### src/rtl/core/flhs_pkg.sv
// Shared types and constants for the fan level hysteresis select unit.
// No dependencies.
`timescale 1ns / 1ps

package flhs_pkg;

  // Table size and field widths
  localparam int LEVEL_COUNT = 8;
  localparam int REG_COUNT   = 8;
  localparam int ENTRY_W     = 30;
  localparam int DEMAND_W    = 7;
  localparam int SPEED_W     = 16;
  localparam int LEVEL_W     = 3;
  localparam int INDEX_W     = 3;
  localparam int CUR_W       = 4;

  // Packed entry layout
  localparam int ON_LSB    = 0;
  localparam int OFF_LSB   = 7;
  localparam int SPEED_LSB = 14;

  // Default level table: on/off/rpm packed
  localparam logic [ENTRY_W-1:0] RESET_TABLE [REG_COUNT] = '{
    30'd640,      30'd35717790, 30'd43915057, 30'd54073653,
    30'd61610810, 30'd69148095, 30'd76357700, 30'd80290635
  };

  typedef enum logic [1:0] {
    ST_IDLE,
    ST_WALK,
    ST_HOLD
  } state_t;

  typedef enum logic [1:0] {
    DIR_STAY,
    DIR_DOWN,
    DIR_UP
  } dir_t;

  // Controller to datapath
  typedef struct packed {
    logic load;
    logic step;
    logic commit;
  } cmd_t;

  // Datapath to controller
  typedef struct packed {
    logic walk_done;
    logic slot_free;
  } status_t;

endpackage

### src/rtl/core/fan_level_hysteresis_select_unit.sv
// Top level of the fan level hysteresis select unit.
// Depends on flhs_pkg, flhs_ctrl and flhs_datapath.
//
// Usage:
//   Input channel in_valid/in_ready carries demand_pct (percent, 7 bits).
//   Output channel out_valid/out_ready carries speed_rpm and level_index.
//   Level table entries are written through cfg_we/cfg_index/cfg_data
//   (on point 6:0, off point 13:7, speed 29:14) while the unit is idle.
//   Each transfer in gives exactly one result.
//   The transfer latches the item, the walk steps through 0 to 7 levels,
//   then the commit loads the output register and raises out_valid.
//   The walk steps one level per cycle through the table lookup at the
//   cursor; a new item is taken only after the previous one is committed.
//   in_ready rises again in the cycle after the commit.
//   Reset loads the default level table, selects level 0, clears the stored
//   demand and drops out_valid.
//   When the receiver stalls, the result waits in the output register; the
//   next item is still taken and walked, then held until the slot frees.
`timescale 1ns / 1ps

module fan_level_hysteresis_select_unit (
  input  logic                          clk,
  input  logic                          rst,
  input  logic                          cfg_we,
  input  logic [flhs_pkg::INDEX_W-1:0]  cfg_index,
  input  logic [flhs_pkg::ENTRY_W-1:0]  cfg_data,
  input  logic                          in_valid,
  output logic                          in_ready,
  input  logic [flhs_pkg::DEMAND_W-1:0] demand_pct,
  output logic                          out_valid,
  input  logic                          out_ready,
  output logic [flhs_pkg::SPEED_W-1:0]  speed_rpm,
  output logic [flhs_pkg::LEVEL_W-1:0]  level_index
);
  import flhs_pkg::*;

  cmd_t    cmd;
  status_t status;

  // Sequencing
  flhs_ctrl u_ctrl (
    .clk      (clk),
    .rst      (rst),
    .in_valid (in_valid),
    .in_ready (in_ready),
    .status   (status),
    .cmd      (cmd)
  );

  // Table, walk and output register
  flhs_datapath u_datapath (
    .clk         (clk),
    .rst         (rst),
    .cfg_we      (cfg_we),
    .cfg_index   (cfg_index),
    .cfg_data    (cfg_data),
    .demand_pct  (demand_pct),
    .out_ready   (out_ready),
    .out_valid   (out_valid),
    .speed_rpm   (speed_rpm),
    .level_index (level_index),
    .cmd         (cmd),
    .status      (status)
  );

endmodule

### src/rtl/core/flhs_datapath.sv
// Datapath: level table registers, hysteresis walk cursor, committed state
// and the output register. Depends on flhs_pkg.
`timescale 1ns / 1ps

module flhs_datapath (
  input  logic                              clk,
  input  logic                              rst,
  input  logic                              cfg_we,
  input  logic [flhs_pkg::INDEX_W-1:0]      cfg_index,
  input  logic [flhs_pkg::ENTRY_W-1:0]      cfg_data,
  input  logic [flhs_pkg::DEMAND_W-1:0]     demand_pct,
  input  logic                              out_ready,
  output logic                              out_valid,
  output logic [flhs_pkg::SPEED_W-1:0]      speed_rpm,
  output logic [flhs_pkg::LEVEL_W-1:0]      level_index,
  input  flhs_pkg::cmd_t                    cmd,
  output flhs_pkg::status_t                 status
);
  import flhs_pkg::*;

  logic [ENTRY_W-1:0]  entry [REG_COUNT];
  logic [LEVEL_W-1:0]  active_level;
  logic [DEMAND_W-1:0] last_demand;
  logic [DEMAND_W-1:0] demand_q;
  logic [LEVEL_W-1:0]  level;
  logic [CUR_W-1:0]    cursor;
  dir_t                dir;

  logic [LEVEL_W-1:0]  start_level;
  logic [INDEX_W-1:0]  sel;
  logic [DEMAND_W-1:0] on_pt;
  logic [DEMAND_W-1:0] off_pt;
  logic                down_go;
  logic                up_go;

  // Saturate the stored level into the table
  assign start_level = ({1'b0, active_level} >= CUR_W'(LEVEL_COUNT))
                       ? LEVEL_W'(LEVEL_COUNT - 1) : active_level;

  // Look up the thresholds at the cursor
  assign sel     = cursor[INDEX_W-1:0];
  assign on_pt   = entry[sel][ON_LSB +: DEMAND_W];
  assign off_pt  = entry[sel][OFF_LSB +: DEMAND_W];
  assign down_go = (demand_q <= off_pt) && (cursor != '0);
  assign up_go   = (cursor < CUR_W'(LEVEL_COUNT)) && (demand_q >= on_pt);

  always_comb begin
    case (dir)
      DIR_DOWN: status.walk_done = !down_go;
      DIR_UP:   status.walk_done = !up_go;
      default:  status.walk_done = 1'b1;
    endcase
    status.slot_free = !out_valid || out_ready;
  end

  // Write the level table
  always_ff @(posedge clk) begin
    if (rst) begin
      for (int i = 0; i < REG_COUNT; i++) begin
        entry[i] <= RESET_TABLE[i];
      end
    end else if (cfg_we) begin
      entry[cfg_index] <= cfg_data;
    end
  end

  // Latch the item and advance the walk one level per cycle
  always_ff @(posedge clk) begin
    if (cmd.load) begin
      demand_q <= demand_pct;
      level    <= start_level;
      if (demand_pct < last_demand) begin
        dir    <= DIR_DOWN;
        cursor <= {1'b0, start_level};
      end else if (demand_pct > last_demand) begin
        dir    <= DIR_UP;
        cursor <= {1'b0, start_level} + CUR_W'(1);
      end else begin
        dir    <= DIR_STAY;
        cursor <= {1'b0, start_level};
      end
    end else if (cmd.step) begin
      case (dir)
        DIR_DOWN: begin
          level  <= sel - LEVEL_W'(1);
          cursor <= cursor - CUR_W'(1);
        end
        DIR_UP: begin
          level  <= sel;
          cursor <= cursor + CUR_W'(1);
        end
        default: begin
          level <= level;
        end
      endcase
    end
  end

  // Commit the selected level
  always_ff @(posedge clk) begin
    if (rst) begin
      active_level <= '0;
      last_demand  <= '0;
    end else if (cmd.commit) begin
      active_level <= level;
      last_demand  <= demand_q;
    end
  end

  // Output register: holds a result until its transfer
  always_ff @(posedge clk) begin
    if (rst) begin
      out_valid <= 1'b0;
    end else if (cmd.commit) begin
      out_valid <= 1'b1;
    end else if (out_ready) begin
      out_valid <= 1'b0;
    end
  end

  always_ff @(posedge clk) begin
    if (cmd.commit) begin
      speed_rpm   <= entry[level][SPEED_LSB +: SPEED_W];
      level_index <= level;
    end
  end

endmodule

### src/rtl/core/flhs_ctrl.sv
// Controller: sequences accept, level walk and result commit.
// Depends on flhs_pkg.
`timescale 1ns / 1ps

module flhs_ctrl (
  input  logic              clk,
  input  logic              rst,
  input  logic              in_valid,
  output logic              in_ready,
  input  flhs_pkg::status_t status,
  output flhs_pkg::cmd_t    cmd
);
  import flhs_pkg::*;

  state_t state, state_next;

  // State register
  always_ff @(posedge clk) begin
    if (rst) begin
      state <= ST_IDLE;
    end else begin
      state <= state_next;
    end
  end

  // Next state and commands
  always_comb begin
    state_next = state;
    in_ready   = 1'b0;
    cmd        = '0;
    unique case (state)
      ST_IDLE: begin
        in_ready = 1'b1;
        if (in_valid) begin
          cmd.load   = 1'b1;
          state_next = ST_WALK;
        end
      end
      ST_WALK: begin
        if (!status.walk_done) begin
          cmd.step = 1'b1;
        end else if (status.slot_free) begin
          cmd.commit = 1'b1;
          state_next = ST_IDLE;
        end else begin
          state_next = ST_HOLD;
        end
      end
      ST_HOLD: begin
        if (status.slot_free) begin
          cmd.commit = 1'b1;
          state_next = ST_IDLE;
        end
      end
      default: begin
        state_next = ST_IDLE;
      end
    endcase
  end

endmodule

### config.mk
export PLATFORM = sky130hd
export DESIGN_NAME = fan_level_hysteresis_select_unit
export DESIGN_NICKNAME = d
export VERILOG_FILES = /design/src/rtl/core/flhs_pkg.sv /design/src/rtl/core/fan_level_hysteresis_select_unit.sv /design/src/rtl/core/flhs_datapath.sv /design/src/rtl/core/flhs_ctrl.sv
export SDC_FILE = /design/constraint.sdc
export NUM_CORES = 1
export LEC_CHECK = 0
export BUFFER_PORTS_ARGS = -buffer_cell sky130_fd_sc_hd__buf_2
export CAP_MARGIN = 25
export CORE_MARGIN = 4
export CORE_UTILIZATION = 60
export DETAILED_ROUTE_END_ITERATION = 8
export HOLD_SLACK_MARGIN = 0.12
export MAX_ROUTING_LAYER = met4
export PLACE_DENSITY = 0.89
export SYNTH_ARGS = -nofsm -noshare
export SYNTH_HDL_FRONTEND = slang
export SYNTH_SLANG_ARGS = --single-unit
export TNS_END_PERCENT = 10
### constraint.sdc
create_clock -name clk -period 6.9 [get_ports clk]
set_input_delay 0 -clock clk [delete_from_list [all_inputs] [get_ports clk]]
set_output_delay 0 -clock clk [all_outputs]
set_load 0.005 [all_outputs]
==> metrics.md <==
| Metric | Value |
|---|---|
| Ys Warns | `0` |
| Clk sinks | `291` |
| Total track usage | `between 20% and 30%` |
| Wire length per cell | `~25 um` |
| Die W | `about 160 um` |
| Synth Cell Area | `about 13000 um^2` |
| Reg2reg setup slack | `3.02 ns` |
| Clock-pin slew on the worst setup and hold paths | `roughly 0.06 ns` |
| Rows | `54` |
| Sum of negative setup slack | `0 ns` |
| Worst setup margin | `between 3 and 4 ns` |
| Die height | `between 150 and 200 um` |
| Register area share after synthesis | `64.32%` |
| Worst slack at placement | `~2.7 ns` |
| Fin. Hold Viols | `0` |
| Endpoints failing setup | `0` |
| Initial DRC count | `just under 1000` |
| Area of the multi-input gates | `approximately 4500 um^2` |
| Outcome | `finished, final reports clean` |
| Yosys reg bits | `291` |
| Fmax | `257.6 MHz` |
| HP Start | `cfg_index[2]` |
| Syn Inst Count | `869` |
| WP data required | `7.15 ns` |
| Avg Synthesized Cell Area | `15.35 um^2` |
| CTS tree | `yes` |
| Worst Hold Class | `in -> reg` |
| CTS Root Cell | `clkbuf_16` |
| Via/cell ratio | `6.374` |
| Largest net degree at the start of global routing | `50` |
| Layout cells sized above 1 | `~23%` |
| IO Pins | `between 60 and 70` |
| Top FF cell, synth | `edfxtp_1` |
| Syn nets | `roughly 950` |
| CTS Buf Count | `28` |
| Worst Clk Skew | `approximately 0.017 ns` |
| Top-count cell post-synth | `edfxtp_1` |
| Core area | `approximately 22000 um^2` |
| Synth unique cells | `45` |
| Vias in the first global route | `8371` |
| Reg2reg end | `u_datapath.speed_rpm[6]` |
| Longest Clk Path Bufs | `3` |
| Synth top cells by count | `edfxtp_1 (275), and2_1 (152), or3_1 (79), mux4_2 (60), clkbuf_1 (44)` |
| Critical Path AT | `slightly above 4 ns` |
| Max VDD drop | `around 0.00017 V` |
| Final Critical Period | `a little under 4 ns` |
| Hold Path Stages | `3` |
| Leakage | `5.376 nW` |
| Reg2Reg Depth | `11` |
| Wire length of the first global-routing pass | `slightly below 50000 um` |
| Iteration count of the initial detailed-routing pass | `5` |
| Skew-Pair Late Insertion Delay | `roughly 0.55 ns` |
| Sequential cell area | `8579 um^2` |
| Crit end category | `flop` |
| Share of Yosys cell area claimed by the top area cell type | `about 62%` |
| Max transition margin | `between 20% and 30%` |
| # nets final | `between 1000 and 1500` |
| Synth-to-Final Area Change | `15.24%` |
| Max Cap Viol | `0` |
| Type of the worst setup path | `reg -> reg` |
| Via count | `8146` |
| Worst slew pin tran | `approximately 1.1 ns` |
| Port bufs | `65` |
| Slew Viols, Final | `0` |
| Period utilisation layout | `56.26%` |
| RSZ-0062 raised after global routing | `false` |
| Critical Path Fanout Max | `25` |
| Cell taking the most area after synthesis | `edfxtp_1` |
| Critical path launch point type | `flop` |
| Asr flop ratio synth | `0%` |
| Top cells by area, synth | `edfxtp_1 (62%), mux4_2 (10%), and2_1 (7.1%), or3_1 (3.7%), ha_1 (2.8%)` |
| Placer Congestion | `roughly 0.84` |
| PD cells | `around 280 nW/um^2` |
| HPWL after DPL | `between 15000 and 20000 um` |
| CTS H-Tree Depth | `1` |
| Antenna viol nets, final | `0` |
| Hold Crit Endpoint | `u_datapath.entry[2][25]` |
| Initial antenna violation count | `2` |
| Initial Util | `61.12%` |
| Post-synth EDFFs | `between 200 and 300` |
| Final Routed Wirelength | `32050 um` |
| Die ar. | `~25000 um^2` |
| Fill count | `roughly 1300` |
| # DRC | `0` |
| Overflow after GRT | `0` |
[worst max-delay path, cell delays in order (launching register included)]
cell	delay, ns
dfxtp_2	0.43
buf_12	0.25
mux4_2	0.53
mux2i_1	0.22
ha_1	0.29
a21o_1	0.17
a221o_1	0.39
a31oi_4	0.24
o41ai_4	0.10
buf_4	0.20
nor2_2	0.49
buf_8	0.23
[power breakdown]
group	total (W)	internal, W	switching (W)	leakage (nW)
Sequential	0.00214	0.00206	0.0000735	2.80
Clock	0.00144	0.000803	0.000635	0.414
Combinational	0.000666	0.000326	0.000340	2.17
Total	0.00424	0.00319	0.00105	5.38
[flip-flops by register name (all words and copies together) (netlist names), named ones only]
register,count
u_datapath.entry,240
u_datapath.demand_q,7
u_datapath.last_demand,7
u_datapath.cursor,4
u_datapath.out_valid,1
u_datapath.level_index,3
u_datapath.level,3
u_datapath.dir,2
u_datapath.active_level,3
u_datapath.speed_rpm,16
u_ctrl.state,2
[kinds of logic (layout without fill, tap and decap cells)]
| group | after synthesis | count (layout) | synth area share [%] |
|---|---|---|---|
| and+or+nand+nor | 304 | 304 | 13.99 |
| DFF | 291 | 291 | 64.32 |
| muxes | 94 | 94 | 12.87 |
| buffers and inverters | 77 | 204 | 2.298 |
| AOI/OAI and AO/OA | 65 | 65 | 3.105 |
| adders and majority gates | 31 | 31 | 2.964 |
| xor gates and xnor gates | 7 | 7 | 0.4597 |
| other | 0 | 2 | 0 |
[area by class of cell]
cell class | count | area share [%]
Sequential cell | 291 | 55.82
Clock inverter | 14 | 0.5861
Tap cell | 280 | 2.279
Inverter | 22 | 0.5372
Multi-Input combinational cell | 501 | 29.57
Clock buffer | 37 | 4.917
Antenna cell | 2 | 0.03256
Timing Repair Buffer | 131 | 6.260
[worst max-delay path by stage]
stage,from,endpoint,slack [ns],cells after the start
floorplan,flop,u_datapath.level_index[0],2.90,11
global placement,flop,u_datapath.speed_rpm[6],2.48,9
detailed placement,flop,u_datapath.speed_rpm[6],2.71,10
CTS,flop,u_datapath.speed_rpm[6],2.60,10
global route,flop,u_datapath.speed_rpm[11],2.83,11
finish,flop,u_datapath.speed_rpm[6],3.02,11
[placed cells by master (no fill, tap or decap), types with 4 or more instances in the layout]
master / count
or3b_1: 9
buf_4: 20
buf_2: 65
clkinv_1: 6
xor2_1: 4
mux2i_1: 14
and2_1: 152
dlygate4sd3_1: 42
a21oi_1: 24
nor2b_1: 6
o21ai_4: 6
or3_1: 79
nor2_2: 4
edfxtp_1: 275
clkbuf_16: 29
inv_1: 21
nand2b_1: 14
mux4_2: 60
clkinv_2: 6
a21o_1: 4
nand2_1: 9
nor2_1: 13
o21ai_0: 14
clkbuf_1: 8
dfxtp_1: 15
ha_1: 30
mux2_2: 20
[metrics by stage]
| stage | cells | utilization, % | instance area (um^2) | total power, W | hold WS (ns) |
|---|---|---|---|---|---|
| after global placement | 1179 | 64.30 | 14030 | 0.002755 | 0.1963 |
| after global routing | 1278 | 70.43 | 15370 | 0.004381 | 0.1643 |
| after CTS | 1273 | 70.18 | 15310 | 0.004221 | 0.1275 |
| final | 1278 | 70.43 | 15370 | 0.004241 | 0.1388 |
| after detailed placement | 1180 | 64.37 | 14050 | 0.002787 | 0.2007 |
| after floorplan | 869 | - | 13340 | 0.002602 | 0.06907 |
[routing by layer]
metal / share of wire (%) / GRT usage (%) / vias up
met5: 0 / - / -
met4: 3.4 / 8.275 / 0
met3: 9.0 / 4.317 / 95
met2: 51 / 45.05 / 488
met1: 37 / 34.42 / 4059
li1: - / - / 3504
[repair_timing]
action                    4_1_cts  5_1_grt
hold endpoints to repair      264        0
resized for setup               0        0
hold buffers                   42        0
buffers inserted                0        0
Note: power is estimated with default switching activity, not from simulation.
